<file path="config.mk">
export PLATFORM = sky130hd
export DESIGN_NAME = wnpm_divider
export DESIGN_NICKNAME = d
export VERILOG_FILES = /design/src/sv/wnpm_pkg.sv /design/src/sv/wnpm_divider.sv
export SDC_FILE = /design/constraint.sdc
export NUM_CORES = 1
export LEC_CHECK = 0
export BUFFER_PORTS_ARGS = -buffer_cell sky130_fd_sc_hd__buf_4
export CAP_MARGIN = 20
export CORE_UTILIZATION = 53
export CTS_BUF_LIST = sky130_fd_sc_hd__clkbuf_16
export CTS_CLUSTER_SIZE = 12
export DETAILED_ROUTE_END_ITERATION = 10
export PLACE_DENSITY = 0.85
export SLEW_MARGIN = 5
export SYNTH_ARGS = -nofsm -noshare
export SYNTH_HDL_FRONTEND = slang
export SYNTH_SLANG_ARGS = --single-unit
</file>
<file path="constraint.sdc">
create_clock -name clk -period 2.7 [get_ports clk]
set_clock_uncertainty 0.1 [all_clocks]
set_input_delay 0.27 -clock clk [delete_from_list [all_inputs] [get_ports clk]]
set_output_delay 0.27 -clock clk [all_outputs]
set_load 0.05 [all_outputs]
</file>
<file path="src/sv/wnpm_pkg.sv">
`timescale 1ns / 1ps

package wnpm_pkg;

    localparam int MAX_POINTS  = 16384;
    localparam int WINDOW_HALF = 50;

    localparam int IDX_W     = 14;
    localparam int COORD_W   = 16;
    localparam int GRID_W    = 8;
    localparam int COUNT_W   = 15;
    localparam int DIST_W    = 34;
    localparam int CFG_W     = 15;
    localparam int CFG_IDX_W = 1;

    localparam int ADDR_W    = $clog2(MAX_POINTS);
    // Wide enough for a row base plus a column, and for the clamped count itself.
    localparam int SLOT_W    = (ADDR_W + 1 > IDX_W + 1) ? ADDR_W + 1 : IDX_W + 1;
    // Column arithmetic must hold the last column plus the half window.
    localparam int J_W       = $clog2((1 << GRID_W) + WINDOW_HALF);
    localparam int DIV_CNT_W = $clog2(IDX_W + 1);
    localparam int DIFF_W    = COORD_W + 1;
    localparam int SQ_W      = 2 * COORD_W;

    typedef enum logic [CFG_IDX_W-1:0] {
        CFG_GRID_WIDTH = 1'b0,
        CFG_REF_COUNT  = 1'b1
    } cfg_reg_t;

    typedef enum logic {
        CMD_LOAD  = 1'b0,
        CMD_QUERY = 1'b1
    } cmd_t;

    typedef enum logic [2:0] {
        ST_IDLE,
        ST_DIVIDE,
        ST_BASE,
        ST_SCAN,
        ST_DRAIN,
        ST_DONE
    } state_t;

    typedef struct packed {
        logic [COORD_W-1:0] x;
        logic [COORD_W-1:0] y;
        logic [COORD_W-1:0] z;
    } point_t;

    typedef struct packed {
        logic              valid;
        logic              first;
        logic [SLOT_W-1:0] slot;
    } rd_tag_t;

    typedef struct packed {
        point_t            pt;
        logic [SLOT_W-1:0] slot;
        logic [DIST_W-1:0] distance;
    } best_t;

endpackage

</file>
<file path="src/sv/wnpm_divider.sv">
`timescale 1ns / 1ps

module wnpm_divider (
    input  logic                        clk,
    input  logic                        rst_n,
    input  logic                        start,
    input  logic [wnpm_pkg::IDX_W-1:0]  dividend,
    input  logic [wnpm_pkg::GRID_W-1:0] divisor,
    output logic                        done,
    output logic [wnpm_pkg::IDX_W-1:0]  quotient,
    output logic [wnpm_pkg::GRID_W-1:0] remainder
);

    logic                           busy_reg;
    logic                           busy_next;
    logic                           done_reg;
    logic                           done_next;
    logic [wnpm_pkg::DIV_CNT_W-1:0] cnt_reg;
    logic [wnpm_pkg::DIV_CNT_W-1:0] cnt_next;
    logic [wnpm_pkg::IDX_W-1:0]     dvd_reg;
    logic [wnpm_pkg::IDX_W-1:0]     dvd_next;
    logic [wnpm_pkg::GRID_W-1:0]    rem_reg;
    logic [wnpm_pkg::GRID_W-1:0]    rem_next;
    logic [wnpm_pkg::GRID_W-1:0]    dsr_reg;
    logic [wnpm_pkg::GRID_W:0]      shifted;
    logic [wnpm_pkg::GRID_W:0]      diff;
    logic                           fits;

    // Restoring division, one quotient bit per cycle, MSB first.
    always_comb
    begin
        shifted   = {rem_reg, dvd_reg[wnpm_pkg::IDX_W-1]};
        diff      = shifted - {1'b0, dsr_reg};
        fits      = (shifted >= {1'b0, dsr_reg});
        busy_next = busy_reg;
        done_next = 1'b0;
        cnt_next  = cnt_reg;
        dvd_next  = dvd_reg;
        rem_next  = rem_reg;
        if (start)
        begin
            busy_next = 1'b1;
            cnt_next  = wnpm_pkg::DIV_CNT_W'(wnpm_pkg::IDX_W);
            dvd_next  = dividend;
            rem_next  = '0;
        end
        else if (busy_reg)
        begin
            dvd_next = {dvd_reg[wnpm_pkg::IDX_W-2:0], fits};
            rem_next = fits ? diff[wnpm_pkg::GRID_W-1:0] : shifted[wnpm_pkg::GRID_W-1:0];
            cnt_next = cnt_reg - 1'b1;
            if (cnt_reg == wnpm_pkg::DIV_CNT_W'(1))
            begin
                busy_next = 1'b0;
                done_next = 1'b1;
            end
        end
    end

    always_ff @(posedge clk or negedge rst_n)
    begin
        if (!rst_n)
        begin
            busy_reg <= 1'b0;
            done_reg <= 1'b0;
            cnt_reg  <= '0;
        end
        else
        begin
            busy_reg <= busy_next;
            done_reg <= done_next;
            cnt_reg  <= cnt_next;
        end
    end

    always_ff @(posedge clk)
    begin
        dvd_reg <= dvd_next;
        rem_reg <= rem_next;
        if (start)
        begin
            dsr_reg <= divisor;
        end
    end

    assign done      = done_reg;
    assign quotient  = dvd_reg;
    assign remainder = rem_reg;

endmodule

</file>
---- Word-level counts from Yosys, hierarchy flattened ----
Index checks and enable logic that the tools add are counted.
operators by class
  reductions and logical operators ........ 1
  order comparisons ....................... 1
  add/subtract/negate cells ............... 2
  equality and inequality tests ........... 1
  multiplexer cells ....................... 11
operator list
  operator               count
  $mux W14               2
  $ge A9 B8 Y1           1
  $mux W4                2
  $mux W8                1
  $sub A8 B8 Y8          1
  $mux W1                6
  $eq A4 B1 Y1 const B   1
  $sub A4 B1 Y4 const B  1
  $reduce_bool A2 Y1     1
storage, ports and cells
  input port bits ......................... 25
  bits in registers ....................... 36

---- Depth between registers and ports, before layout ----
  depth in word-level cells ............... 4
  depth in mapped cells ................... 8

---- Worst setup path before layout ----
Ideal clock, no wire load.
  kind .................................... flip-flop to flip-flop
  start ................................... reg dvd_reg (netlist bit quotient[13])
  end ..................................... reg rem_reg (netlist bit remainder[6])
  cell stages (with the launch flop) ...... 9
  period minus slack after synthesis ...... 2.498 ns
  arrival ................................. 2.307 ns
  setup time .............................. 0.091 ns
  path slack .............................. 0.202 ns
  cell sequence ........................... edfxtp_1 -> inv_1 -> ha_1 -> fa_1 -> nand2b_1 -> a2111oi_0 -> a311oi_1 -> a21o_1 -> a311oi_1
between the ends
  longest elaborated chain between the ends .. 2
  elaborated cells on any way between the ends .. 3
RTL lines
  item                                           RTL line                                source
  start: declaration                             wnpm_divider.sv:20                      logic [wnpm_pkg::IDX_W-1:0] dvd_reg;
  start signal: assignment                       wnpm_divider.sv:78                      dvd_reg <= dvd_next;
  $sub A8 B8 Y8 or $ge A9 B8 Y1 (tied branches)  wnpm_divider.sv:33, wnpm_divider.sv:34
  $mux W8 (*)                                    wnpm_divider.sv:50                      rem_next = fits ? diff[wnpm_pkg::GRID_W-1:0] : shifted[wnpm_pkg::GRID_W-1:0];
  end signal: assignment                         wnpm_divider.sv:79                      rem_reg <= rem_next;
  end: declaration                               wnpm_divider.sv:22                      logic [wnpm_pkg::GRID_W-1:0] rem_reg;
Mark *: on every way between the ends. The rest lies on a longest branch, timed or not.
A chain may end at the register's enable or synchronous reset.

---- Final worst setup path ----
Same ends and word-level chain as after synthesis.

==> results.md <==
- Area grow syn2layout: 29.64%
- CTS tree: built
- Fmax achieved: roughly 420 MHz
- Simple-Gate Fraction of Synth Area: 12.83%
- Top post-synthesis cells by area: edfxtp_1 (34%), dfxtp_1 (8.3%), dfrtp_1 (7.8%)
- Adder-cell share of the synthesized area: 7.557%
- Fraction of synthesized area in multiplexers: 7.622%
- I/O pin count: 48
- Ys flop type: edfxtp_1
- Worst-Margin Slew: 0.6623 ns
- Hold slack final: 0.06462 ns
- Worst setup EP type: register
- Setup TNS: 0 ns
- Final total power: 2.655 mW
- Initial Util: 56.23%
- Initial drt markers: ~110
- PostCTS Resize Cnt: 0
- Final wirelength: around 4.1 mm
- Synth warn: 0
- DR vias: between 1,000 and 1,500
- Cells after Synth: 174
- Drt drc: 0
- LEAKAGE: 1.061 nW
- Global-route wire length before repair: approximately 7 mm
- Syn_nets: 210
- Mean Syn Cell Area: 11.04 um2
- Pre-antenna DRT Iters: 4
- Dpl ws: 0.3826 ns
- Clock root cell: clkbuf_16
- Startpoint types: register
- Post-synthesis async set-or-reset flop share: ~17%
- Yosys cell types: 42
- Final Non-Filler Cells: 271
- GRT Total Usage: 23.38%
- Row count: 21
- Post-synthesis compound-gate area fraction: 14.40%
- Headroom to the max-slew limit: 55.85%
- Fin util: 72.89%
- Max Cap Viol: 0
- #FFs+latches synth: 36
- ANT nets after route: 0
- Status: complete, no violations
- Largest family of logic cells by synthesized area: compound AO/OA/AOI/OAI gates
- Avg WL per Cell: ~15 um
- Placer Congestion: between 0.8 and 0.9
- Final Critical Period: 2.382 ns
- Vias in the first global route: 1,470
- Clock-pin slew of the registers on the worst-case setup and hold paths: approximately 0.050 ns
- Core region area: 3416 um2
- Initial antenna violation count: 0
- Most frequent cells in the layout: buf_4 (48), edfxtp_1 (22), inv_1 (17), nor2_1 (16), mux2_2 (13)
- Number of flops mapped to enable cells by yosys: 22
- Share of layout cells above drive strength 1: 32.89%
- Setup violations, final: 0
- Final HPWL DP: 2.846 mm
- Nets: 260
- Period Utilization, post-route: approximately nine tenths
- Worst vdd ir: 0.4828 mV
- Slew Limit Fails: 0
- Hold Violations, Final: 0
- Critical setup path kind: reg2reg
- Required @ worst endpoint: 2.79 ns
- Inserted Diodes: 0
- Via density: 5.491
- PwrDens: between 1000 and 1500 nW/um2
- Arrival time worst endpoint: 2.47 ns
- Die height: 62.20 um
- Commonest non-fill, non-tap cell in the layout: buf_4
- Cell area after synthesis: roughly 1900 um2
- XOR/XNOR Fraction of Synth Area: 2.736%
- Worst-skew pair later-pin latency: approximately 0.28 ns
- Clock sinks: 36
- Placed Area: 2316 um2
- Die Area: 3868 um2
- Crit Path Max Fanout: 3
- H-tree depth: 2
- Largest net degree at the start of global routing: 41
- Number of flip-flops under the largest register name: 14
- RSZ-0062 raised after global routing: no
- Chip Width: 62.20 um
- Register area share after synthesis: 50.55%
- Top cell type's share of synthesized area: 34.40%
- Port buffer count: 47
- Placed cells: roughly 260
- PnR worst setup slack: 0.3180 ns
- CTS Buf Count: 5
- Cell area after layout: around 2500 um2
- Min-Delay Path Class: in2reg
- Deepest clock path buffer count: 2
- GRT overflow: 0
- Largest area contributor in the synthesized netlist: edfxtp_1
## layer usage
metal	global-route usage (%)	up-vias	part of all wire [%]
met1	29.75	702	44
met2	37.23	43	48
met5	0	-	0
li1	-	735	-
met3	8.272	8	5.6
met4	7.558	0	1.7
## report_power, final
part | switching [mW] | internal [mW]
registers | 0.0993 | 0.699
clock network | 0.209 | 0.430
logic | 0.770 | 0.448
total | 1.08 | 1.58
## synth_stat cells (all sizes together), types with 2 or more instances
master  number
mux2        13
dfxtp        8
dfrtp        6
a311oi       6
a311o        2
nor2        16
nor2b        2
edfxtp      22
ha          10
a21oi        7
nand2        9
a21o         4
o211ai       2
xnor2        5
or4          2
or3b         2
nand2b       7
clkbuf       5
inv         16
o21ai        7
nand3        5
## path summary, 6_finish.rpt
check	to	startpoint	depth (start not counted)	slack (ns)
max	remainder[6]	quotient[13]	8	0.32
min	dsr_reg[5]	divisor[5]	1	0.06
max reg2reg	remainder[6]	quotient[13]	8	0.32
min reg2reg	cnt_reg[3]	cnt_reg[3]	2	0.43
max in group asynchronous	cnt_reg[2]	rst_n	2	2.15
min in group asynchronous	cnt_reg[3]	rst_n	2	0.24
## what timing repair did
action                                 4_1_cts  5_1_grt
endpoints found under the hold margin        6        0
buffers inserted                             0        0
hold buffers                                 1        0
## cells by family (layout without fill, tap and decap cells)
family / Yosys count / after routing
DFF: 36 / 36
xor gates and xnor gates: 6 / 6
adders and majority gates: 11 / 11
muxes: 13 / 13
AOI/OAI and AO/OA: 37 / 37
and+or+nand+nor: 49 / 49
buffers and inverters: 22 / 73
## area by class of cell
class	instances	area, um2
Clock buffer	5	125.1
Tap cell	46	57.56
Sequential cell	36	970.9
Clock inverter	3	38.79
Inverter	16	60.06
Timing Repair Buffer	49	370.4
Fill cell	262	925.9
Multi-Input combinational cell	116	867.1
## worst max-delay path: stages (launching register included)
cell       delay [ns]
edfxtp_1         0.36
inv_1            0.05
ha_1             0.23
fa_1             0.42
nand2b_1         0.21
a2111oi_0        0.43
a311oi_1         0.10
a21o_1           0.17
a311oi_1         0.22
Power figures use the tool's default switching activity.
