===== src/sv/wnpm_pkg.sv =====
`timescale 1ns / 1ps

package wnpm_pkg;

    localparam int MAX_POINTS  = 16384;
    localparam int WINDOW_HALF = 50;

    localparam int IDX_W     = 14;
    localparam int COORD_W   = 16;
    localparam int GRID_W    = 8;
    localparam int COUNT_W   = 15;
    localparam int DIST_W    = 34;
    localparam int CFG_W     = 15;
    localparam int CFG_IDX_W = 1;

    localparam int ADDR_W    = $clog2(MAX_POINTS);
    // Wide enough for a row base plus a column, and for the clamped count itself.
    localparam int SLOT_W    = (ADDR_W + 1 > IDX_W + 1) ? ADDR_W + 1 : IDX_W + 1;
    // Column arithmetic must hold the last column plus the half window.
    localparam int J_W       = $clog2((1 << GRID_W) + WINDOW_HALF);
    localparam int DIV_CNT_W = $clog2(IDX_W + 1);
    localparam int DIFF_W    = COORD_W + 1;
    localparam int SQ_W      = 2 * COORD_W;

    typedef enum logic [CFG_IDX_W-1:0] {
        CFG_GRID_WIDTH = 1'b0,
        CFG_REF_COUNT  = 1'b1
    } cfg_reg_t;

    typedef enum logic {
        CMD_LOAD  = 1'b0,
        CMD_QUERY = 1'b1
    } cmd_t;

    typedef enum logic [2:0] {
        ST_IDLE,
        ST_DIVIDE,
        ST_BASE,
        ST_SCAN,
        ST_DRAIN,
        ST_DONE
    } state_t;

    typedef struct packed {
        logic [COORD_W-1:0] x;
        logic [COORD_W-1:0] y;
        logic [COORD_W-1:0] z;
    } point_t;

    typedef struct packed {
        logic              valid;
        logic              first;
        logic [SLOT_W-1:0] slot;
    } rd_tag_t;

    typedef struct packed {
        point_t            pt;
        logic [SLOT_W-1:0] slot;
        logic [DIST_W-1:0] distance;
    } best_t;

endpackage


===== src/sv/wnpm_dist.sv =====
`timescale 1ns / 1ps

module wnpm_dist (
    input  logic              clk,
    input  logic              rst_n,
    input  wnpm_pkg::point_t  query,
    input  wnpm_pkg::rd_tag_t tag_in,
    input  wnpm_pkg::point_t  rd_data,
    output logic              busy,
    output wnpm_pkg::best_t   best
);

    wnpm_pkg::rd_tag_t                s1_tag_reg;
    wnpm_pkg::rd_tag_t                s2_tag_reg;
    wnpm_pkg::point_t                 s2_pt_reg;
    logic [wnpm_pkg::SQ_W-1:0]        sqx_reg;
    logic [wnpm_pkg::SQ_W-1:0]        sqy_reg;
    logic [wnpm_pkg::SQ_W-1:0]        sqz_reg;
    logic [wnpm_pkg::SQ_W-1:0]        sqx_next;
    logic [wnpm_pkg::SQ_W-1:0]        sqy_next;
    logic [wnpm_pkg::SQ_W-1:0]        sqz_next;
    logic [wnpm_pkg::DIST_W-1:0]      sum;
    wnpm_pkg::best_t                  best_reg;

    always_comb
    begin
        logic signed [wnpm_pkg::DIFF_W-1:0]   dx;
        logic signed [wnpm_pkg::DIFF_W-1:0]   dy;
        logic signed [wnpm_pkg::DIFF_W-1:0]   dz;
        logic signed [2*wnpm_pkg::DIFF_W-1:0] px;
        logic signed [2*wnpm_pkg::DIFF_W-1:0] py;
        logic signed [2*wnpm_pkg::DIFF_W-1:0] pz;
        dx = $signed({query.x[wnpm_pkg::COORD_W-1], query.x})
           - $signed({rd_data.x[wnpm_pkg::COORD_W-1], rd_data.x});
        dy = $signed({query.y[wnpm_pkg::COORD_W-1], query.y})
           - $signed({rd_data.y[wnpm_pkg::COORD_W-1], rd_data.y});
        dz = $signed({query.z[wnpm_pkg::COORD_W-1], query.z})
           - $signed({rd_data.z[wnpm_pkg::COORD_W-1], rd_data.z});
        px = dx * dx;
        py = dy * dy;
        pz = dz * dz;
        // A square of a 17-bit difference never exceeds 32 bits.
        sqx_next = px[wnpm_pkg::SQ_W-1:0];
        sqy_next = py[wnpm_pkg::SQ_W-1:0];
        sqz_next = pz[wnpm_pkg::SQ_W-1:0];
    end

    assign sum = wnpm_pkg::DIST_W'(sqx_reg) + wnpm_pkg::DIST_W'(sqy_reg)
               + wnpm_pkg::DIST_W'(sqz_reg);

    always_ff @(posedge clk or negedge rst_n)
    begin
        if (!rst_n)
        begin
            s1_tag_reg <= '0;
            s2_tag_reg <= '0;
        end
        else
        begin
            s1_tag_reg <= tag_in;
            s2_tag_reg <= s1_tag_reg;
        end
    end

    always_ff @(posedge clk)
    begin
        s2_pt_reg <= rd_data;
        sqx_reg   <= sqx_next;
        sqy_reg   <= sqy_next;
        sqz_reg   <= sqz_next;
        // The first candidate of a request seeds the best match; later ones win only
        // when strictly closer.
        if (s2_tag_reg.valid && (s2_tag_reg.first || (sum < best_reg.distance)))
        begin
            best_reg.pt       <= s2_pt_reg;
            best_reg.slot     <= s2_tag_reg.slot;
            best_reg.distance <= sum;
        end
    end

    assign busy = s1_tag_reg.valid | s2_tag_reg.valid;
    assign best = best_reg;

endmodule


===== config.mk =====
export PLATFORM = sky130hd
export DESIGN_NAME = wnpm_dist
export DESIGN_NICKNAME = d
export VERILOG_FILES = /design/src/sv/wnpm_pkg.sv /design/src/sv/wnpm_dist.sv
export SDC_FILE = /design/constraint.sdc
export NUM_CORES = 2
export LEC_CHECK = 0
export BUFFER_PORTS_ARGS = -buffer_cell sky130_fd_sc_hd__buf_2
export CAP_MARGIN = 20
export CORE_ASPECT_RATIO = 1.2
export CORE_UTILIZATION = 45
export CTS_CLUSTER_DIAMETER = 40
export CTS_CLUSTER_SIZE = 30
export DETAILED_ROUTE_END_ITERATION = 10
export PLACE_DENSITY = 0.71
export SETUP_SLACK_MARGIN = 0.3
export SLEW_MARGIN = 30
export SYNTH_ARGS = -nofsm -noshare
export SYNTH_HDL_FRONTEND = slang
export SYNTH_SLANG_ARGS = --single-unit

===== constraint.sdc =====
create_clock -name clk -period 7.3 [get_ports clk]
set_input_delay 1.46 -clock clk [delete_from_list [all_inputs] [get_ports clk]]
set_output_delay 1.46 -clock clk [all_outputs]
set_load 0.005 [all_outputs]

=== Yosys cells after proc, flatten, opt, wreduce, memory -nomap -nowiden ===
Index checks and enable logic that the tools add are counted.

* Register bits: 275
* Bits in latches: 0
* RAM bits: 0
* ROM bits: 0
* Input port bits: 115
* Memories kept: 0

* Add/sub/neg operators: 5
* Multipliers: 3
* Divide/modulo/power cells: 0
* Magnitude comparators: 1
* Equality and inequality tests: 0
* Shifts and indexed selects: 0
* Muxes and demuxes: 0
* Bitwise logic cells: 1
* Reduce and logical (&&, ||, !) cells: 2

{| class="wikitable"
|+ Operator list
! kind !! number
|-
| $mul A17 B17 Y32 || 3
|-
| $sub A16 B16 Y17 || 3
|-
| $add A33 B32 Y34 || 1
|-
| $lt A34 B34 Y1 || 1
|-
| $add A32 B32 Y33 || 1
|-
| $logic_and A1 B1 Y1 || 1
|-
| $logic_or A1 B1 Y1 || 1
|-
| $or A1 B1 Y1 || 1
|}

=== Depth between registers and ports, before layout ===
* Word-level depth: 5
* Gate-level depth with buffers: 37

=== Worst setup path after synthesis ===
No wires, ideal clock.

* Path type: in2reg
* Start: in query[32] (netlist name)
* End: reg sqx_reg[31] (netlist name)
* Arrival time: 8881 ps
* Required time: 7180 ps
* Setup slack: -1701 ps
* Stages: 35
* Buffers on the path: 1
* Cells stage by stage: inv_1 > ha_1 > inv_1 > fa_1 > a211o_1 > o211ai_1 > a21oi_1 > a41oi_1 > a211o_1 > o21ai_2 > and2_1 > o21ai_2 > inv_1 > buf_2 > nor2_1 > fa_1 > inv_1 > fa_1 > inv_1 > fa_1 > fa_1 > fa_1 > inv_1 > fa_1 > inv_1 > ha_1 > a21o_1 > a21oi_1 > o221ai_1 > a21o_1 > a41o_1 > a311o_1 > a21o_1 > a21oi_1 > xnor2_1

* Word-level cells in the longest chain between the ends: 2

{| class="wikitable"
|+ Ends and longest elaborated chain
! what !! RTL line !! RTL
|-
| from (decl) || wnpm_dist.sv:6 || <nowiki>input wnpm_pkg::point_t query,</nowiki>
|-
| $sub A16 B16 Y17 || wnpm_dist.sv:34 || <nowiki>- $signed({rd_data.x[wnpm_pkg::COORD_W-1], rd_data.x});</nowiki>
|-
| $mul A17 B17 Y32 || wnpm_dist.sv:39 || <nowiki>px = dx * dx;</nowiki>
|-
| via sqx_next (one bit) || wnpm_dist.sv:19 || <nowiki>logic [wnpm_pkg::SQ_W-1:0] sqx_next;</nowiki>
|-
| to (signal assigned) || wnpm_dist.sv:68 || <nowiki>sqx_reg <= sqx_next;</nowiki>
|-
| to (decl) || wnpm_dist.sv:16 || <nowiki>logic [wnpm_pkg::SQ_W-1:0] sqx_reg;</nowiki>
|}

The timed path passes the listed nets, and every way through them passes these cells.
A chain may end at the register's enable or synchronous reset.

=== Final worst setup path ===
* Start: in rd_data[32] (netlist name)
* End: reg sqx_reg[30] (netlist name)

* Word-level cells in the longest chain between the ends: 2

{| class="wikitable"
|+ Ends and longest elaborated chain
! what !! RTL line !! RTL
|-
| from (decl) || wnpm_dist.sv:8 || <nowiki>input wnpm_pkg::point_t rd_data,</nowiki>
|-
| $sub A16 B16 Y17 || wnpm_dist.sv:34 ||
|-
| $mul A17 B17 Y32 || wnpm_dist.sv:39 ||
|-
| via sqx_next (one bit) || wnpm_dist.sv:19 ||
|}

The timed path passes the listed nets, and every way through them passes these cells.

==> flow_summary.ini <==
[status]
run_status = finished with violations
violations = setup timing

[layout]
areaGrowthSynthToFinish_pct = 33.7
combined_area_of_the_multi_input_logic_cells_mm2 = 0.0309
largest_reg_flops = 97
finalInstanceArea_mm2 = 0.0527
antennaDiodeCount = 0
final_common_cell = sky130_fd_sc_hd__inv_1
fillers = 6878
layout.area.seq_mm2 = 0.00659
post_route_cells_drive_above_1_share_pct = 32.6
final_net_count = 6315
highest_count_cells_in_the_layout_ignoring_fill_and_taps = sky130_fd_sc_hd__inv_1, sky130_fd_sc_hd__fa_1, sky130_fd_sc_hd__buf_4, sky130_fd_sc_hd__ha_1, sky130_fd_sc_hd__nor2_1

[synthesis]
synthesized_area_per_cell_um2 = 9.86
post-synth-top-area-cell = sky130_fd_sc_hd__fa_1
ys_seq_area_share_pct = 16.7
synth_edf_count = 97
netlist_area_mm2 = 0.0394
dominantRegCellSynth = sky130_fd_sc_hd__dfxtp_1
synth_top_area_share_pct = 41.0
synth.top_cells.by_area = sky130_fd_sc_hd__fa_1, sky130_fd_sc_hd__ha_1, sky130_fd_sc_hd__inv_1, sky130_fd_sc_hd__edfxtp_1, sky130_fd_sc_hd__dfxtp_1
synth-seq-cells = 272
synth.yosys.warnings = 0
synthArstFlopShare_pct = 12.5
syn-instance-count = 3997
count_of_cell_types_in_the_netlist = 78

[route]
drt_first_pass_iters = 5
final_antenna_violating_net_count = 0
detail_route.iter0.violations = 1355
drt_drc = 0
detail_route.vias_per_cell = 4.91
routed_wl_um = 104000
vias = 30547
drt-wirelength-per-cell_um = 16.6

[die]
die_width_um = 272
fp-row-count = 118
core_mm2 = 0.0865
floorplan.die.height_um = 326
start_util_pct = 45.5
num_io_pins = 213
die_area_mm2 = 0.0887

[placement]
placement.cell_area_mm2 = 0.0481
io_buffer_count = 212
dp.final_hpwl_um = 84900
gp_routability_congestion = 0.912

[sta]
max_clock_freq_mhz = 120
final.min_clock_period_ns = 8.33
tightest_slew_ns = 0.580
setup_ws_ns = -1.03
finalHoldViolCount = 0
timing.clock.skew_ns = 0.0310
timing.slew.headroom_pct = 61.0
hold_slack_ns = 0.345
setup_viol = 53
slew_violations = 0
grt_setup_unrepaired = true
post-route-period-util_pct = 114

[setup_path]
timing.reg2reg.setup_slack_ns = 1.38
worst_path_largest_cell_delay_ns = 0.53
critPathSlowestCell = sky130_fd_sc_hd__fa_1
critical-path-top-cell-by-count = sky130_fd_sc_hd__fa_1
required_ns = 7.78
timing.rr.end = best[94]
timing_worst_setup_path_type = in -> reg
worstSetupStartpoint = rd_data[32]
crit_path_max_fanout = 7
endpoint_kind = register
worstSetupStartpointType = input pin
worst_r2r_path_depth = 20
critPathArrivalTime_ns = 8.81
setup.worst_path.end = sqx_reg[30]
reg2reg_from = sqz_reg[4]

[clock_network]
cts-buffers-inserted = 43
cts.path.max_buffers = 3
cts_hold_buffers = 0
clk_latency_worst_skew_pair_ns = 0.60
cts_num_sinks = 272
clkTransAtPathRegs_ns = 0.07
clk_root_buffer_cell = sky130_fd_sc_hd__clkbuf_16
h_tree_depth = 2
cts_tree = done

[global_routing]
grt.total_usage_pct = 23.8
grt_pass1_vias = 34566
grt_first_pass_wirelength_um = 168000
grt_start_max_net_pins = 35
antenna_found_initial = 3
gr-total-overflow = 0

[hold_path]
timing.hold.worst.class = reg -> reg
hold_path.startpoint = s1_tag_reg[2]

[job]
max_cap_violations = 0
synth_stat cells (all sizes together), types with 6 or more instances:
| cell type | instances |
|---|---|
| xor2 | 42 |
| o211ai | 13 |
| clkbuf | 47 |
| a21o | 56 |
| or3 | 11 |
| o31ai | 14 |
| nand2 | 279 |
| and2 | 38 |
| a31oi | 8 |
| nand2b | 28 |
| xnor2 | 149 |
| edfxtp | 97 |
| o21ai | 77 |
| nor2b | 23 |
| fa | 806 |
| inv | 1096 |
| buf | 15 |
| or2 | 8 |
| nor2 | 321 |
| a211oi | 14 |
| nand4 | 12 |
| a21oi | 130 |
| nand3 | 24 |
| and3 | 15 |
| o21a | 31 |
| clkinv | 7 |
| dfxtp | 141 |
| a21boi | 10 |
| ha | 349 |
| dfrtp | 34 |
| a211o | 6 |
| o21bai | 11 |
| nor3 | 37 |
per-layer routing:
metal / share of wire, % / global-route usage (%) / vias to the layer above
met4: 5.0 / 10.8 / 0
met3: 4.9 / 3.07 / 269
met2: 53 / 43.7 / 828
met1: 37 / 27.4 / 15326
li1: - / - / 14124
met5: 0 / 0 / -
critical path, delay by kind of cell:
kind	cells	cell delay [ns]
fa+ha+maj	9	3.56
xor+xnor	1	0.13
compound gates	12	2.19
simple gates	5	0.70
buf+inv	9	0.77
cells by family after synthesis:
family	after synthesis	synth area share [%]
buffers and inverters	1165	11.2
other	2	0.0191
adders and majority gates	1155	52.0
DFF	272	16.7
and+or+nand+nor	802	8.79
muxes	1	0.0254
AOI/OAI and AO/OA	409	6.84
xor gates and xnor gates	191	4.37
how the worst min path moves through the flow:
stage	to	slack (ns)	cells after the start
3_5_place_dp	s2_tag_reg[11]	0.33	0
6_report	s2_tag_reg[2]	0.35	0
4_1_cts	s2_tag_reg[2]	0.34	0
2_1_floorplan	s2_tag_reg[0]	0.33	0
5_1_grt	s2_tag_reg[2]	0.35	0
3_3_place_gp	s2_tag_reg[1]	0.33	0
repair_timing:
| item | CTS | global route |
|---|---|---|
| pin swaps | 225 | 122 |
| resized for setup | 318 | 216 |
| gates cloned | 1 | 0 |
| setup endpoints to repair | 59 | 65 |
| buffers inserted | 80 | 45 |
per-stage QoR:
step | utilization, % | setup TNS, ns | cells | setup slack (ns)
after floorplan | - | -29.56 | 3998 | -1.20
after global placement | 55.6 | -63.35 | 6014 | -1.77
after detailed placement | 55.6 | -69.32 | 6014 | -1.93
after CTS | 59.5 | -23.03 | 6175 | -0.905
after global routing | 60.9 | -45.62 | 6220 | -1.30
final | 60.9 | -32.06 | 6220 | -1.03
layout make-up:
cell class / count / share of cell area (%)
well taps: 1140 / 2.71
repair inverters: 1 / 0.0119
clock inverters: 33 / 0.779
clock buffers: 47 / 2.11
multi-input cells: 2561 / 58.7
inverters: 1103 / 8.02
flip-flops and latches: 272 / 12.5
repair buffers: 1063 / 15.2
Power is not shown: default switching activity piles up to over one toggle a cycle in this logic, so the estimate is an artifact.
