File: src/sv/wnpm_pkg.sv
`timescale 1ns / 1ps

package wnpm_pkg;

    localparam int MAX_POINTS  = 16384;
    localparam int WINDOW_HALF = 50;

    localparam int IDX_W     = 14;
    localparam int COORD_W   = 16;
    localparam int GRID_W    = 8;
    localparam int COUNT_W   = 15;
    localparam int DIST_W    = 34;
    localparam int CFG_W     = 15;
    localparam int CFG_IDX_W = 1;

    localparam int ADDR_W    = $clog2(MAX_POINTS);
    // Wide enough for a row base plus a column, and for the clamped count itself.
    localparam int SLOT_W    = (ADDR_W + 1 > IDX_W + 1) ? ADDR_W + 1 : IDX_W + 1;
    // Column arithmetic must hold the last column plus the half window.
    localparam int J_W       = $clog2((1 << GRID_W) + WINDOW_HALF);
    localparam int DIV_CNT_W = $clog2(IDX_W + 1);
    localparam int DIFF_W    = COORD_W + 1;
    localparam int SQ_W      = 2 * COORD_W;

    typedef enum logic [CFG_IDX_W-1:0] {
        CFG_GRID_WIDTH = 1'b0,
        CFG_REF_COUNT  = 1'b1
    } cfg_reg_t;

    typedef enum logic {
        CMD_LOAD  = 1'b0,
        CMD_QUERY = 1'b1
    } cmd_t;

    typedef enum logic [2:0] {
        ST_IDLE,
        ST_DIVIDE,
        ST_BASE,
        ST_SCAN,
        ST_DRAIN,
        ST_DONE
    } state_t;

    typedef struct packed {
        logic [COORD_W-1:0] x;
        logic [COORD_W-1:0] y;
        logic [COORD_W-1:0] z;
    } point_t;

    typedef struct packed {
        logic              valid;
        logic              first;
        logic [SLOT_W-1:0] slot;
    } rd_tag_t;

    typedef struct packed {
        point_t            pt;
        logic [SLOT_W-1:0] slot;
        logic [DIST_W-1:0] distance;
    } best_t;

endpackage

File: src/sv/wnpm_if.sv
`timescale 1ns / 1ps

interface wnpm_req_if;
    logic                                 valid;
    logic                                 ready;
    logic                                 cmd;
    logic [wnpm_pkg::IDX_W-1:0]           point_index;
    logic signed [wnpm_pkg::COORD_W-1:0]  coord_x;
    logic signed [wnpm_pkg::COORD_W-1:0]  coord_y;
    logic signed [wnpm_pkg::COORD_W-1:0]  coord_z;

    modport source (output valid, cmd, point_index, coord_x, coord_y, coord_z, input ready);
    modport sink   (input valid, cmd, point_index, coord_x, coord_y, coord_z, output ready);
endinterface

interface wnpm_rsp_if;
    logic                                 valid;
    logic                                 ready;
    logic signed [wnpm_pkg::COORD_W-1:0]  match_x;
    logic signed [wnpm_pkg::COORD_W-1:0]  match_y;
    logic signed [wnpm_pkg::COORD_W-1:0]  match_z;
    logic [wnpm_pkg::IDX_W-1:0]           match_index;
    logic [wnpm_pkg::DIST_W-1:0]          match_distance;

    modport source (output valid, match_x, match_y, match_z, match_index, match_distance,
                    input ready);
    modport sink   (input valid, match_x, match_y, match_z, match_index, match_distance,
                    output ready);
endinterface

File: src/sv/wnpm_ctrl.sv
`timescale 1ns / 1ps

module wnpm_ctrl (
    input  logic                        clk,
    input  logic                        rst_n,
    wnpm_req_if.sink                    req,
    wnpm_rsp_if.source                  rsp,
    input  logic [wnpm_pkg::GRID_W-1:0] grid_width,
    input  logic [wnpm_pkg::COUNT_W-1:0] ref_count,
    output logic                        wr_en,
    output logic [wnpm_pkg::ADDR_W-1:0] wr_addr,
    output wnpm_pkg::point_t            wr_data,
    output logic                        div_start,
    output logic [wnpm_pkg::IDX_W-1:0]  div_dividend,
    output logic [wnpm_pkg::GRID_W-1:0] div_divisor,
    input  logic                        div_done,
    input  logic [wnpm_pkg::IDX_W-1:0]  div_quotient,
    input  logic [wnpm_pkg::GRID_W-1:0] div_remainder,
    output wnpm_pkg::rd_tag_t           rd_tag,
    output wnpm_pkg::point_t            query,
    input  logic                        dist_busy,
    input  wnpm_pkg::best_t             best
);

    wnpm_pkg::state_t                        state_reg;
    wnpm_pkg::state_t                        state_next;
    logic                                    rsp_valid_reg;
    logic                                    rsp_valid_next;
    logic                                    load_rsp;
    logic                                    accept;
    logic [wnpm_pkg::GRID_W-1:0]             w_eff;
    logic [wnpm_pkg::GRID_W-1:0]             width_reg;
    logic [wnpm_pkg::SLOT_W-1:0]             ref_ext;
    logic [wnpm_pkg::SLOT_W-1:0]             cnt_lim;
    logic [wnpm_pkg::SLOT_W-1:0]             cnt_eff;
    logic [wnpm_pkg::SLOT_W-1:0]             cnt_last;
    logic [wnpm_pkg::SLOT_W-1:0]             pidx_ext;
    logic [wnpm_pkg::IDX_W+wnpm_pkg::GRID_W-1:0] base_prod;
    logic [wnpm_pkg::SLOT_W-1:0]             base_reg;
    logic [wnpm_pkg::J_W-1:0]                col;
    logic [wnpm_pkg::J_W-1:0]                lo;
    logic [wnpm_pkg::J_W-1:0]                hi_cand;
    logic [wnpm_pkg::J_W-1:0]                hi;
    logic [wnpm_pkg::J_W-1:0]                j_reg;
    logic [wnpm_pkg::J_W-1:0]                j_inc;
    logic [wnpm_pkg::J_W-1:0]                hi_reg;
    logic [wnpm_pkg::SLOT_W-1:0]             slot_raw;
    logic [wnpm_pkg::SLOT_W-1:0]             slot_clamped;
    wnpm_pkg::point_t                        query_reg;
    wnpm_pkg::point_t                        out_pt_reg;
    logic [wnpm_pkg::IDX_W-1:0]              out_idx_reg;
    logic [wnpm_pkg::DIST_W-1:0]             out_dist_reg;

    assign accept   = req.valid && req.ready;
    assign w_eff    = (grid_width == '0) ? wnpm_pkg::GRID_W'(1) : grid_width;
    assign ref_ext  = wnpm_pkg::SLOT_W'(ref_count);
    assign cnt_lim  = (ref_ext > wnpm_pkg::SLOT_W'(wnpm_pkg::MAX_POINTS))
                    ? wnpm_pkg::SLOT_W'(wnpm_pkg::MAX_POINTS) : ref_ext;
    assign cnt_eff  = (cnt_lim == '0) ? wnpm_pkg::SLOT_W'(1) : cnt_lim;
    assign cnt_last = cnt_eff - 1'b1;
    assign pidx_ext = wnpm_pkg::SLOT_W'(req.point_index);

    // Loads go straight into the store; slots past the store are dropped.
    assign wr_en   = accept && (req.cmd == wnpm_pkg::CMD_LOAD)
                   && (pidx_ext < wnpm_pkg::SLOT_W'(wnpm_pkg::MAX_POINTS));
    assign wr_addr = pidx_ext[wnpm_pkg::ADDR_W-1:0];
    assign wr_data = '{x: req.coord_x, y: req.coord_y, z: req.coord_z};

    assign div_start    = accept && (req.cmd == wnpm_pkg::CMD_QUERY);
    assign div_dividend = req.point_index;
    assign div_divisor  = w_eff;

    // Row base and the column window, taken when the divider finishes.
    assign base_prod = (wnpm_pkg::IDX_W + wnpm_pkg::GRID_W)'(div_quotient)
                     * (wnpm_pkg::IDX_W + wnpm_pkg::GRID_W)'(width_reg);
    assign col       = wnpm_pkg::J_W'(div_remainder);
    assign lo        = (col >= wnpm_pkg::J_W'(wnpm_pkg::WINDOW_HALF))
                     ? col - wnpm_pkg::J_W'(wnpm_pkg::WINDOW_HALF) : '0;
    assign hi_cand   = col + wnpm_pkg::J_W'(wnpm_pkg::WINDOW_HALF);
    assign hi        = (hi_cand > wnpm_pkg::J_W'(width_reg))
                     ? wnpm_pkg::J_W'(width_reg) : hi_cand;

    assign j_inc        = j_reg + 1'b1;
    assign slot_raw     = base_reg + wnpm_pkg::SLOT_W'(j_reg);
    assign slot_clamped = (slot_raw >= cnt_eff) ? cnt_last : slot_raw;

    always_comb
    begin
        state_next = state_reg;
        rd_tag     = '0;
        load_rsp   = 1'b0;
        req.ready  = (state_reg == wnpm_pkg::ST_IDLE);
        case (state_reg)
            wnpm_pkg::ST_IDLE:
            begin
                if (accept && (req.cmd == wnpm_pkg::CMD_QUERY))
                begin
                    state_next = wnpm_pkg::ST_DIVIDE;
                end
            end
            wnpm_pkg::ST_DIVIDE:
            begin
                if (div_done)
                begin
                    state_next = wnpm_pkg::ST_BASE;
                end
            end
            wnpm_pkg::ST_BASE:
            begin
                // Slot zero is always the starting candidate.
                rd_tag.valid = 1'b1;
                rd_tag.first = 1'b1;
                rd_tag.slot  = '0;
                state_next   = wnpm_pkg::ST_SCAN;
            end
            wnpm_pkg::ST_SCAN:
            begin
                rd_tag.valid = 1'b1;
                rd_tag.first = 1'b0;
                rd_tag.slot  = slot_clamped;
                if (j_inc == hi_reg)
                begin
                    state_next = wnpm_pkg::ST_DRAIN;
                end
            end
            wnpm_pkg::ST_DRAIN:
            begin
                if (!dist_busy)
                begin
                    state_next = wnpm_pkg::ST_DONE;
                end
            end
            wnpm_pkg::ST_DONE:
            begin
                if (!rsp_valid_reg || rsp.ready)
                begin
                    load_rsp   = 1'b1;
                    state_next = wnpm_pkg::ST_IDLE;
                end
            end
            default:
            begin
                state_next = wnpm_pkg::ST_IDLE;
            end
        endcase
        if (load_rsp)
        begin
            rsp_valid_next = 1'b1;
        end
        else if (rsp.ready)
        begin
            rsp_valid_next = 1'b0;
        end
        else
        begin
            rsp_valid_next = rsp_valid_reg;
        end
    end

    always_ff @(posedge clk or negedge rst_n)
    begin
        if (!rst_n)
        begin
            state_reg     <= wnpm_pkg::ST_IDLE;
            rsp_valid_reg <= 1'b0;
        end
        else
        begin
            state_reg     <= state_next;
            rsp_valid_reg <= rsp_valid_next;
        end
    end

    always_ff @(posedge clk)
    begin
        if (div_start)
        begin
            query_reg <= wr_data;
            width_reg <= w_eff;
        end
        if ((state_reg == wnpm_pkg::ST_DIVIDE) && div_done)
        begin
            base_reg <= wnpm_pkg::SLOT_W'(base_prod);
            j_reg    <= lo;
            hi_reg   <= hi;
        end
        else if (state_reg == wnpm_pkg::ST_SCAN)
        begin
            j_reg <= j_inc;
        end
        if (load_rsp)
        begin
            out_pt_reg   <= best.pt;
            out_idx_reg  <= best.slot[wnpm_pkg::IDX_W-1:0];
            out_dist_reg <= best.distance;
        end
    end

    assign query              = query_reg;
    assign rsp.valid          = rsp_valid_reg;
    assign rsp.match_x        = out_pt_reg.x;
    assign rsp.match_y        = out_pt_reg.y;
    assign rsp.match_z        = out_pt_reg.z;
    assign rsp.match_index    = out_idx_reg;
    assign rsp.match_distance = out_dist_reg;

endmodule

File: src/flat_wrapper.sv
// flat-port wrapper written by rule: the top's interface ports become plain ports
module wnpm_ctrl_flat 
  (clk, rst_n, grid_width, ref_count, wr_en, wr_addr, wr_data, div_start, div_dividend, div_divisor, div_done, div_quotient, div_remainder, rd_tag, query, dist_busy, best, req_valid, req_cmd, req_point_index, req_coord_x, req_coord_y, req_coord_z, req_ready, rsp_valid, rsp_match_x, rsp_match_y, rsp_match_z, rsp_match_index, rsp_match_distance, rsp_ready);
  wnpm_req_if req_i ();
  wnpm_rsp_if rsp_i ();
  input  logic clk;
  input  logic rst_n;
  input  logic [wnpm_pkg::GRID_W-1:0] grid_width;
  input  logic [wnpm_pkg::COUNT_W-1:0] ref_count;
  output logic wr_en;
  output logic [wnpm_pkg::ADDR_W-1:0] wr_addr;
  output wnpm_pkg::point_t wr_data;
  output logic div_start;
  output logic [wnpm_pkg::IDX_W-1:0] div_dividend;
  output logic [wnpm_pkg::GRID_W-1:0] div_divisor;
  input  logic div_done;
  input  logic [wnpm_pkg::IDX_W-1:0] div_quotient;
  input  logic [wnpm_pkg::GRID_W-1:0] div_remainder;
  output wnpm_pkg::rd_tag_t rd_tag;
  output wnpm_pkg::point_t query;
  input  logic dist_busy;
  input  wnpm_pkg::best_t best;
  input wire logic [$bits(req_i.valid)-1:0] req_valid;
  input wire logic [$bits(req_i.cmd)-1:0] req_cmd;
  input wire logic [$bits(req_i.point_index)-1:0] req_point_index;
  input wire logic [$bits(req_i.coord_x)-1:0] req_coord_x;
  input wire logic [$bits(req_i.coord_y)-1:0] req_coord_y;
  input wire logic [$bits(req_i.coord_z)-1:0] req_coord_z;
  output wire logic [$bits(req_i.ready)-1:0] req_ready;
  output wire logic [$bits(rsp_i.valid)-1:0] rsp_valid;
  output wire logic [$bits(rsp_i.match_x)-1:0] rsp_match_x;
  output wire logic [$bits(rsp_i.match_y)-1:0] rsp_match_y;
  output wire logic [$bits(rsp_i.match_z)-1:0] rsp_match_z;
  output wire logic [$bits(rsp_i.match_index)-1:0] rsp_match_index;
  output wire logic [$bits(rsp_i.match_distance)-1:0] rsp_match_distance;
  input wire logic [$bits(rsp_i.ready)-1:0] rsp_ready;
  assign req_i.valid = req_valid;
  assign req_i.cmd = req_cmd;
  assign req_i.point_index = req_point_index;
  assign req_i.coord_x = req_coord_x;
  assign req_i.coord_y = req_coord_y;
  assign req_i.coord_z = req_coord_z;
  assign req_ready = req_i.ready;
  assign rsp_valid = rsp_i.valid;
  assign rsp_match_x = rsp_i.match_x;
  assign rsp_match_y = rsp_i.match_y;
  assign rsp_match_z = rsp_i.match_z;
  assign rsp_match_index = rsp_i.match_index;
  assign rsp_match_distance = rsp_i.match_distance;
  assign rsp_i.ready = rsp_ready;
  wnpm_ctrl u_core (.clk(clk), .rst_n(rst_n), .req(req_i), .rsp(rsp_i), .grid_width(grid_width), .ref_count(ref_count), .wr_en(wr_en), .wr_addr(wr_addr), .wr_data(wr_data), .div_start(div_start), .div_dividend(div_dividend), .div_divisor(div_divisor), .div_done(div_done), .div_quotient(div_quotient), .div_remainder(div_remainder), .rd_tag(rd_tag), .query(query), .dist_busy(dist_busy), .best(best));
endmodule
File: config.mk
export PLATFORM = sky130hd
export DESIGN_NAME = wnpm_ctrl_flat
export DESIGN_NICKNAME = d
export VERILOG_FILES = /design/src/sv/wnpm_pkg.sv /design/src/sv/wnpm_if.sv /design/src/sv/wnpm_ctrl.sv /design/src/flat_wrapper.sv
export SDC_FILE = /design/constraint.sdc
export NUM_CORES = 1
export LEC_CHECK = 0
export ABC_AREA = 0
export BUFFER_PORTS_ARGS = -buffer_cell sky130_fd_sc_hd__buf_2
export CAP_MARGIN = 25
export CORE_AREA = 2 2 177 179
export DETAILED_ROUTE_END_ITERATION = 12
export DIE_AREA = 0 0 179 181
export GPL_ROUTABILITY_DRIVEN = 0
export PLACE_DENSITY = 0.74
export SYNTH_ARGS = -nofsm -noshare
export SYNTH_HDL_FRONTEND = slang
export SYNTH_SLANG_ARGS = --single-unit
File: constraint.sdc
create_clock -name clk -period 8 [get_ports clk]
set_input_delay 2.4 -clock clk [delete_from_list [all_inputs] [get_ports clk]]
set_output_delay 2.4 -clock clk [all_outputs]
set_load 0.05 [all_outputs]
**After elaboration in Yosys (flattened, before gate mapping)**

Cells that the tools add are included.

- Add/subtract/negate cells: 5
- Multipliers: 1
- Order comparisons: 5
- Equal/unequal tests: 11
- Mux-type cells: 19
- Bitwise logic cells: 1
- Reduce and logical (&&, ||, !) cells: 13

Operator list:

| kind | number |
|---|---|
| 2-to-1 mux 15 bit | 3 |
| case mux 17 bit (2 select lines) | 1 |
| 2-to-1 mux 9 bit | 3 |
| case mux 3 bit (6 select lines) | 1 |
| 2-to-1 mux 8 bit | 2 |
| adder 15 x 9 -> 15 bit | 1 |
| greater-or-equal comparator 15 bit | 1 |
| greater-than comparator 15 bit (second input constant) | 1 |
| zero test 15 bit | 1 |
| less-than comparator 14 x 15 -> 1 bit (second input constant) | 1 |
| multiplier 14 x 8 -> 15 bit | 1 |
| 2-to-1 mux 3 bit | 5 |
| subtractor 15 x 1 -> 15 bit (second input constant) | 1 |
| adder 8 x 6 -> 9 bit (second input constant) | 1 |
| adder 9 x 1 -> 9 bit (second input constant) | 1 |
| equality test 9 bit | 1 |
| greater-than comparator 9 x 8 -> 1 bit | 1 |
| subtractor 8 x 6 -> 9 bit (second input constant) | 1 |
| greater-or-equal comparator 8 x 6 -> 1 bit (second input constant) | 1 |
| zero test 8 bit | 1 |
| equality test 3 x 2 -> 1 bit (second input constant) | 2 |
| equality test 3 bit (second input constant) | 2 |
| != test 2 bit (second input constant) | 3 |
| logical AND 1 bit | 5 |
| 9 further kinds | 14 |

- Flip-flop bits (word level): 189
- Output and inout bits: 249
- Word-level logic and storage cells: 70

**Logic depth before layout (Yosys ltp)**

Gate-level depths: netlist of the first run.

- Depth after elaboration: 7
- Mapped depth: 17
- Mapped depth without buffers: 16

**Least setup slack after synthesis of the first run**

Ideal clock, no wire load.

- Path type: input to output
- Start: input port ref_count[14] (netlist name)
- End: output port rd_tag[8] (netlist name)
- Arrival time: 6.424 ns
- Data required time: 5.600 ns
- Setup slack: -0.824 ns
- Cell stages on the path: 12
- Buffers on the path: 4
- Path through: clkbuf_1 -> inv_1 -> clkbuf_1 -> buf_1 -> nand2_1 -> ha_1 -> nand4_1 -> or3_1 -> a221oi_1 -> nor3_2 -> buf_2 -> o41ai_1

RTL lines:

| element | RTL line | RTL |
|---|---|---|
| start, declared | flat_wrapper.sv:9 | `input logic [wnpm_pkg::COUNT_W-1:0] ref_count;` |
| end, declared | flat_wrapper.sv:19 | `output wnpm_pkg::rd_tag_t rd_tag;` |

==> out/metrics.csv, run 1 <==
metric,value,unit
status,"finished, final reports clean",
DRC violations left,0,
leakage power,6.13,nW
Most common cell on crit path,buf_2,
Clock transition at path regs,0.07,ns
CP bufs+invs,4,
WP data required,5.60,ns
CTS Buf Count,17,
Critical Path Start,ref_count[9],
post-synthesis net count,1281,
hold buffer count at CTS,0,
sequential fraction of the synthesis area,0.498,
CTS tree,built,
Vias/cell,4.99,
max cap viols,0,
Final Max Slew Viols,0,
pwr dens,261,mW/mm²
cell taking the most area after synthesis,edfxtp_1,
PortBufs,416,
CP cell instances,buf_2 -> or3_4 -> nor4_2 -> a32oi_1 -> inv_1 -> ha_1 -> nand3_1 -> or3_1 -> a221oi_1 -> nor3_2 -> buf_12 -> a211o_1 -> a21oi_4 -> buf_2,
crit-path max FO,26,
post-route ant nets,0,
Slew Limit Headroom,0.320,
Final Net Count,1628,
largest net degree at the start of global routing,79,
worst setup margin,0.217,ns
final hold violation count,0,
layout cells sized above 1,0.377,
Synth cell types,64,
top cell type's share of synthesized area,0.489,
chip width,179,µm
number of flops mapped to enable cells by yosys,185,
detailed-route via count,8577,
first-pass GRT wire length,49900,µm
insertion delay to the later sink of the worst-skew pair,0.44,ns
Slew @ Worst Pin,1.02,ns
Overflow after GRT,0,
max incr delay on CP,0.40,ns
ys async rst share,0.0212,
Setup CP Type,input pin to output pin,
die area,0.0324,mm²
Netlist Area Pre-Place,0.0114,mm²
Slowest cell on crit path,or3_4,
setup TNS,0,ns
Root Buffer,clkbuf_16,
Setup-failing EPs final,0,
Clock Path Buffers,2,
cell count after synthesis,956,
CTS H-tree lvls,4,
initial antenna violation count,7,
Seq cells post-synth,189,
post-DR wirelength/cell,20.0,µm
initial drt markers,557,
Tot Pwr,3.69,mW
Synth Flop Type,edfxtp_1,
final period utilization,0.973,
initial core utilization,0.374,
reg-to-reg startpoint,u_core.width_reg[4]$_DFFE_PP_,
Final Skew,0.0194,ns
vias in the first global route,8523,
hpwl dp,27900,µm
all-layer global routing usage,0.209,
DR pass1 iterations,5,
core area,0.0303,mm²
final core occ,0.465,
FMAX,128,MHz
fin crit period,7.78,ns
Worst EP arrival,5.38,ns
"Avg Cell Area, Syn",11.9,µm²
CP endpoint kind,output pin,
Worst setup SP type,input pin,
CTS sink cnt,189,
family with the most delay on the worst path,simple AND/OR/NAND/NOR gates,
Largest register FFs,48,
# IOs,460,
Total Routed Length,34300,µm
"Warnings, synthesis",0,
unrepaired setup endpoints after global routing,false,
largest cells by area after synthesis,"edfxtp_1, fa_1, ha_1",
Syn-to-layout area delta,24.3,%
# rows,64,
min-delay src,u_core.rsp.valid$_DFFE_PN0P_,
Hold/Removal Path Class,register to register,
Die Span Y,181,µm
VDD IR max,0.000178,V
dpl ws,0.0848,ns
[final timing paths]
path / slack (ns) / cells after the start / end
min in group asynchronous: 1.77 / 1 / u_core.rsp.valid$_DFFE_PN0P_
worst max register to register: 3.05 / 13 / u_core.base_reg[14]$_DFFE_PP_
worst min register to register: 0.57 / 2 / u_core.rsp.valid$_DFFE_PN0P_
worst max-delay path: 0.22 / 14 / rd_tag[10]
worst min-delay path: 0.57 / 2 / u_core.rsp.valid$_DFFE_PN0P_
max in group asynchronous: 6.11 / 1 / u_core.state_reg[2]$_DFFE_PN0P_
[routing by layer]
metal	up-vias	GRT usage	part of all wire
li1	3932	-	-
met1	4181	0.274	0.42
met2	409	0.323	0.46
met3	53	0.0707	0.098
met4	2	0.0725	0.026
met5	-	0	0.00035
[synthesized netlist by cell type (7+ instances only)]
cell and n:
a211oi_1 13, a21oi_1 22, and2_1 51, buf_4 76
clkbuf_1 25, edfxtp_1 185, fa_1 55, ha_1 59
inv_1 109, mux2_2 7, nand2_1 79, nand2b_1 7
nand3_1 14, nor2_1 29, nor2b_1 8, nor3_1 17
nor4_1 8, o21a_1 9, o21ai_0 22, o22ai_1 9
xnor2_1 38, xor2_1 21
[logic make-up (layout without fill, tap and decap cells)]
logic type | Yosys count | after routing | synth area share
other cells | 1 | 7 | 0.000330
compound gates | 119 | 119 | 0.0720
buf+inv | 212 | 572 | 0.0953
xor+xnor | 60 | 60 | 0.0475
fa+ha+maj | 114 | 114 | 0.162
simple gates | 250 | 250 | 0.114
flops | 189 | 189 | 0.498
mux | 11 | 11 | 0.0105
[layout by cell type, fill, tap and decap left out, types with 14 or more instances in the layout]
cell type / n
buf_2: 415
fa_1: 55
nor2_1: 26
nand2_1: 79
a21oi_1: 19
edfxtp_1: 185
nand3_1: 14
xnor2_1: 38
buf_4: 14
o21ai_0: 22
nor3_1: 15
clkbuf_16: 17
and2_1: 51
xor2_1: 21
inv_1: 108
ha_1: 59
[report_power, final]
group,total (mW),switching [mW],internal [mW]
logic,1.59,1.01,0.584
registers,1.23,0.0583,1.17
clock network,0.867,0.418,0.449
[area by class of cell]
type	count	area (µm²)
multi-input combinational	555	4710
sequential	189	5660
fill	2832	16200
inverter	109	413
tap	396	495
clock inverter	14	170
timing repair buffer	431	2220
antenna	6	15.0
clock buffer	18	429
[per-stage QoR]
stage	hold WS, ns	std cells	area (µm²)
2_1_floorplan	0.565	956	11400
3_3_place_gp	0.531	1676	13500
3_5_place_dp	0.554	1676	13500
4_1_cts	0.570	1708	14100
5_1_grt	0.617	1716	14100
6_report	0.568	1718	14100
[worst reg2reg max path: stages (launching register included)]
cell and delay (ns):
edfxtp_1 0.61, and2_1 0.27, fa_1 0.53, inv_1 0.05, fa_1 0.46, fa_1 0.54
inv_1 0.05, fa_1 0.47, ha_1 0.34, o21a_1 0.13, a2111oi_0 0.64, o31ai_1 0.21
o22a_1 0.23, xnor2_1 0.13
[repair_timing]
item	CTS	global route
endpoints found under the setup margin	0	8
buffers inserted	0	4
gates resized for setup	0	2
Power figures use the tool's default switching activity.
==> run 2, diff against run 1 <==
- CTS_BUF_LIST: unset -> sky130_fd_sc_hd__clkbuf_8 sky130_fd_sc_hd__clkbuf_16
==> out/metrics.csv, run 2 (synthesis results as in run 1) <==
metric,value,unit,change
status,"finished, final reports clean",,unchanged
family with the most delay on the worst path,simple AND/OR/NAND/NOR gates,,unchanged
unrepaired setup endpoints after global routing,false,,unchanged
final hold violation count,0,,unchanged
DRC violations left,0,,unchanged
# IOs,460,,unchanged
R2R Setup Slk,3.05,ns,about the same
CTS tree,built,,unchanged
Worst R2R Path Depth,13,,unchanged
initial antenna violation count,7,,unchanged
area of the multi-input gates,0.00471,mm²,unchanged
# rows,64,,unchanged
initial drt markers,557,,unchanged
Final Max Slew Viols,0,,unchanged
Slew @ Worst Pin,1.02,ns,about the same
GRT met2 Usage,0.323,,unchanged
Most common cell on crit path,buf_2,,unchanged
Worst EP arrival,5.39,ns,was 5.38 ns
CP endpoint kind,output pin,,unchanged
Root Buffer,clkbuf_16,,unchanged
setup TNS,0,ns,unchanged
reg-to-reg startpoint,u_core.width_reg[4]$_DFFE_PP_,,unchanged
dpl cell area,0.0135,mm²,unchanged
hpwl dp,27900,µm,unchanged
Die Span Y,181,µm,unchanged
CP bufs+invs,4,,unchanged
CP cell instances,buf_2 -> or3_4 -> nor4_2 -> a32oi_1 -> inv_1 -> ha_1 -> nand3_1 -> or3_1 -> a221oi_1 -> nor3_2 -> buf_12 -> a211o_1 -> a21oi_4 -> buf_2,,unchanged
# fillers,2832,,unchanged
largest net degree at the start of global routing,79,,unchanged
Slowest cell on crit path,or3_4,,unchanged
max cap viols,0,,unchanged
Setup CP Type,input pin to output pin,,unchanged
hold buffer count at CTS,0,,unchanged
insertion delay to the later sink of the worst-skew pair,0.44,ns,about the same
CTS sink cnt,189,,unchanged
CTS H-tree lvls,4,,unchanged
Hold/Removal Path Class,register to register,,unchanged
die area,0.0324,mm²,unchanged
leakage power,6.13,nW,about the same
"most common cell after layout, fill and taps aside",buf_2,,unchanged
Hold Path Cell Cnt,2,,unchanged
vias in the first global route,8523,,unchanged
Clock transition at path regs,0.07,ns,about the same
detailed-route via count,8577,,unchanged
dpl ws,0.0848,ns,unchanged
first-pass GRT wire length,49900,µm,unchanged
grt met1 use,0.274,,unchanged
post-route cell area,0.0141,mm²,unchanged
crit-path max FO,26,,unchanged
Slew Limit Headroom,0.320,,about the same
max incr delay on CP,0.40,ns,about the same
DR pass1 iterations,5,,unchanged
CTS Buf Count,17,,unchanged
chip width,179,µm,unchanged
pwr dens,261,mW/mm²,about the same
initial core utilization,0.374,,unchanged
Worst setup SP type,input pin,,unchanged
WP data required,5.60,ns,about the same
FF+latch area,0.00566,mm²,unchanged
PortBufs,416,,unchanged
min-delay src,u_core.rsp.valid$_DFFE_PN0P_,,unchanged
Vias/cell,4.99,,unchanged
post-DR wirelength/cell,20.0,µm,about the same
"non-filler cells, final",1718,,unchanged
post-route ant nets,0,,unchanged
Total Routed Length,34300,µm,about the same
Clock Path Buffers,2,,unchanged
Setup-failing EPs final,0,,unchanged
worst setup margin,0.215,ns,was 0.217 ns
fin crit period,7.79,ns,was 7.78 ns
core area,0.0303,mm²,unchanged
Final Skew,0.0195,ns,was 0.0194 ns
grt peak-use layer,met2,,unchanged
R2R Path End,u_core.base_reg[14]$_DFFE_PP_,,unchanged
Largest register FFs,48,,unchanged
final period utilization,0.973,,about the same
M3 GR Usage,0.0707,,unchanged
most frequent cells in the layout,"buf_2, edfxtp_1, inv_1",,unchanged
worst hold path endpoint,u_core.rsp.valid$_DFFE_PN0P_,,unchanged
Syn-to-layout area delta,24.3,%,unchanged
Final Net Count,1628,,unchanged
FMAX,128,MHz,about the same
VDD IR max,0.000178,V,unchanged
layout cells sized above 1,0.377,,unchanged
all-layer global routing usage,0.209,,unchanged
Cells after DPL,1676,,unchanged
Overflow after GRT,0,,unchanged
-- run 2: changes by cell type in the layout (fill, tap and decap cells not counted) --
cell / change
clkbuf_1: -1
inv_1: +1
-- run 2: final cells by class --
| type | instances | share of cell area |
|---|---|---|
| sequential | 189 | 0.401 |
| multi-input combinational | 555 | 0.334 |
| timing repair buffer | 431 | 0.157 |
| tap | 396 | 0.0351 |
| clock buffer | 17 | 0.0301 |
| inverter | 109 | 0.0293 |
| clock inverter | 15 | 0.0123 |
| antenna | 6 | 0.00106 |
-- run 2: worst min-delay path: cells and delay by family, from the launching register on --
kind	cells	cell delay [ns]
DFF	1	0.34
and+or+nand+nor	2	0.19
-- run 2: worst max-delay path by stage --
stage	to	depth (start not counted)	startpoint	slack [ns]
after detailed placement	rd_tag[10]	14	ref_count[9]	0.08
after floorplan	rd_tag[13]	12	ref_count[14]	-0.36
after global placement	rd_tag[10]	14	ref_count[9]	0.11
final	rd_tag[10]	14	ref_count[9]	0.21
after CTS	rd_tag[10]	14	ref_count[9]	0.07
after global routing	rd_tag[14]	14	ref_count[9]	0.04
-- run 2: metrics by stage --
stage                     hold slack [ns]  utilization  power [mW]
final                               0.568        0.465        3.69
after floorplan                     0.565            -        2.47
after global routing                0.617        0.465        3.92
after CTS                           0.570        0.463        3.70
after global placement              0.531        0.443        2.79
after detailed placement            0.554        0.443        2.83
-- run 2: what timing repair did --
item	in CTS	in global routing
setup endpoints to repair	0	8
setup buffers	0	4
gates resized for setup	0	2
-- run 2: routing by layer --
metal / vias to the layer above / routed length, µm
met5: - / 12
met4: 2 / 901
met3: 53 / 3370
met2: 411 / 15800
met1: 4179 / 14300
li1: 3932 / -
-- run 2: where the power goes --
part / internal, mW / total, mW / switching, mW
clock: 0.448 / 0.866 / 0.418
sequential: 1.17 / 1.23 / 0.0583
combinational: 0.584 / 1.59 / 1.01
==> run 3, diff against run 2 <==
- ABC_AREA: 0 -> 1
- CORE_AREA: 2 2 177 179 -> 2 2 180 182
- DIE_AREA: 0 0 179 181 -> 0 0 182 184
==> out/metrics.csv, run 3 <==
metric,value,unit,change
post-route cell area,0.0143,mm²,was 0.0141 mm²
WP data required,5.60,ns,about the same
Worst setup SP type,input pin,,unchanged
Slew @ Worst Pin,0.983,ns,was 1.02 ns
max cap viols,0,,unchanged
first-pass GRT wire length,53700,µm,"was 49,900 µm"
Resized cells post-CTS,0,,unchanged
post-route ant nets,0,,unchanged
cell count after synthesis,1188,,was 956
insertion delay to the later sink of the worst-skew pair,0.44,ns,about the same
all-layer global routing usage,0.215,,was 0.209
crit path capture,rd_tag[8],,was rd_tag[10]
hpwl dp,30300,µm,"was 27,900 µm"
"most common cell after layout, fill and taps aside",buf_2,,unchanged
die area,0.0335,mm²,was 0.0324 mm²
detailed-route via count,9284,,"was 8,577"
fin crit period,7.70,ns,was 7.79 ns
Overflow after GRT,0,,unchanged
pwr dens,331,mW/mm²,was 261 mW/mm²
layout cells sized above 1,0.313,,was 0.377
initial core utilization,0.376,,was 0.374
Die Span Y,184,µm,was 181 µm
status,"finished, final reports clean",,unchanged
post-DR wirelength/cell,18.8,µm,was 20.0 µm
"Warnings, synthesis",0,,unchanged
Final Max Slew Viols,0,,unchanged
hold buffer count at CTS,0,,unchanged
Clock transition at path regs,0.07,ns,about the same
dpl cell area,0.0137,mm²,was 0.0135 mm²
xor-xnor portion of the synthesized cell area,0.0327,,was 0.0475
FMAX,130,MHz,was 128 MHz
ys async rst share,0.0212,,unchanged
DRC violations left,0,,unchanged
area of the multi-input gates,0.00461,mm²,was 0.00471 mm²
Critical Path Start,ref_count[1],,was ref_count[9]
CTS H-tree lvls,4,,unchanged
Hold/Removal Path Class,register to register,,unchanged
Setup-failing EPs final,0,,unchanged
vias in the first global route,9452,,"was 8,523"
DR pass1 iterations,7,,was 5
Final Net Count,1844,,"was 1,628"
PortBufs,416,,unchanged
Final Skew,0.0167,ns,was 0.0195 ns
cell taking the most area after synthesis,edfxtp_1,,unchanged
leakage power,6.98,nW,was 6.13 nW
Slew Limit Headroom,0.345,,was 0.320
# rows,65,,was 64
post-synthesis net count,1513,,"was 1,281"
Post-Synth Simple-Gate Area,0.146,,was 0.114
largest cells by area after synthesis,"edfxtp_1, fa_1, nand2_1",,"was edfxtp_1, fa_1, ha_1"
"Setup Fix Bufs, Post-CTS",0,,unchanged
number of flops mapped to enable cells by yosys,185,,unchanged
Setup CP Type,input pin to output pin,,unchanged
R2R Path End,u_core.base_reg[12]$_DFFE_PP_,,was u_core.base_reg[14]$_DFFE_PP_
VDD IR max,0.000161,V,was 0.000178 V
most frequent cells in the layout,"buf_2, nand2_1, inv_1",,"was buf_2, edfxtp_1, inv_1"
CTS sink cnt,189,,unchanged
# fillers,2969,,"was 2,832"
top-count cell post-synth,nand2_1,,was edfxtp_1
CTS tree,built,,unchanged
sequential fraction of the synthesis area,0.480,,was 0.498
FF+latch area,0.00566,mm²,unchanged
Worst EP arrival,5.30,ns,was 5.39 ns
Largest register FFs,48,,unchanged
Syn-to-layout area delta,21.7,%,was 24.3%
crit-path max FO,25,,was 26
final core occ,0.457,,was 0.465
Synth Flop Type,edfxtp_1,,unchanged
top cell type's share of synthesized area,0.471,,was 0.489
Netlist Area Pre-Place,0.0118,mm²,was 0.0114 mm²
Synth Area in Adders,0.156,,was 0.162
chip width,182,µm,was 179 µm
R2R Setup Slk,3.45,ns,was 3.05 ns
"Avg Cell Area, Syn",9.92,µm²,was 11.9 µm²
CTS Buf Count,17,,unchanged
Worst R2R Path Depth,16,,was 13
Seq cells post-synth,189,,unchanged
# IOs,460,,unchanged
Total Routed Length,36600,µm,"was 34,300 µm"
mux share of post-synthesis cell area,0,,was 0.0105
Vias/cell,4.78,,was 4.99
initial antenna violation count,10,,was 7
largest net degree at the start of global routing,78,,was 79
initial drt markers,599,,was 557
synth cell count leaders,"nand2_1, inv_1, edfxtp_1",,"was edfxtp_1, inv_1, nand2_1"
post-synthesis compound-gate area fraction,0.0552,,was 0.0720
Root Buffer,clkbuf_16,,unchanged
setup TNS,0,ns,unchanged
final hold violation count,0,,unchanged
final period utilization,0.963,,was 0.973
Clock Path Buffers,2,,unchanged
main combinational cell family by area after synthesis,adder cells,,unchanged
core area,0.0314,mm²,was 0.0303 mm²
Synth cell types,46,,was 64
CP endpoint kind,output pin,,unchanged
reg-to-reg startpoint,u_core.width_reg[4]$_DFFE_PP_,,unchanged
unrepaired setup endpoints after global routing,false,,unchanged
[run 3: how the worst min path moves through the flow]
| stage | from | slack, ns | depth (start not counted) | to |
|---|---|---|---|---|
| 5_1_grt | u_core.state_reg[0]$_DFFE_PN0P_ | 0.66 | 2 | u_core.state_reg[0]$_DFFE_PN0P_ |
| 2_1_floorplan | u_core.state_reg[0]$_DFFE_PN0P_ | 0.55 | 2 | u_core.state_reg[0]$_DFFE_PN0P_ |
| 6_report | u_core.state_reg[0]$_DFFE_PN0P_ | 0.61 | 2 | u_core.state_reg[0]$_DFFE_PN0P_ |
| 4_1_cts | u_core.state_reg[0]$_DFFE_PN0P_ | 0.61 | 2 | u_core.state_reg[0]$_DFFE_PN0P_ |
| 3_5_place_dp | u_core.state_reg[0]$_DFFE_PN0P_ | 0.59 | 2 | u_core.state_reg[0]$_DFFE_PN0P_ |
| 3_3_place_gp | u_core.state_reg[0]$_DFFE_PN0P_ | 0.59 | 2 | u_core.state_reg[0]$_DFFE_PN0P_ |
[run 3: worst max-delay path, cell delays in order]
cell and delay, ns:
buf_2 0.12, or2_1 0.25, nor2_2 0.15, nand2_2 0.08, nand2_4 0.22, nand2_1 0.17, ha_1 0.35, nand2_1 0.08
nor4_1 0.29, nand2_1 0.12, nand3_2 0.17, buf_4 0.27, inv_1 0.11, a21oi_1 0.13, nand2_1 0.09, inv_1 0.05
buf_2 0.25
[run 3: power breakdown]
group | internal [mW] | switching (mW) | leakage, nW | total [mW]
Sequential | 1.32 | 0.0975 | 1.74 | 1.42
Clock | 0.466 | 0.458 | 0.313 | 0.924
Combinational | 0.802 | 1.61 | 4.93 | 2.41
Total | 2.59 | 2.17 | 6.98 | 4.76
[run 3: through the flow]
| step | setup WS, ns | instances | power, mW | hold WS [ns] |
|---|---|---|---|---|
| global route | 0.0831 | 1937 | 5.15 | 0.664 |
| global placement | 0.442 | 1902 | 3.77 | 0.585 |
| CTS | 0.326 | 1934 | 4.78 | 0.612 |
| finish | 0.296 | 1941 | 4.76 | 0.614 |
| floorplan | 0.136 | 1188 | 3.33 | 0.550 |
| detailed placement | 0.332 | 1902 | 3.85 | 0.592 |
[run 3: cell families after synthesis]
logic type / Yosys count
AO/OA/AOI/OAI: 113
XOR/XNOR: 44
adder cells (fa/ha/maj): 114
buffers and inverters: 321
flip-flops: 189
other: 1
AND/OR/NAND/NOR: 406
[run 3: layout make-up]
class	count	share of cell area
clock buffer	17	0.0296
antenna	7	0.00122
inverter	214	0.0560
multi-input combinational	678	0.322
tap	402	0.0351
sequential	189	0.394
timing repair buffer	419	0.147
clock inverter	15	0.0157
[run 3: per-layer routing]
layer,vias up,routed length [µm],track usage
met4,8,1580,0.110
met2,422,18100,0.363
met1,4354,14000,0.252
met5,-,46,0
met3,69,2880,0.0588
li1,4431,-,-
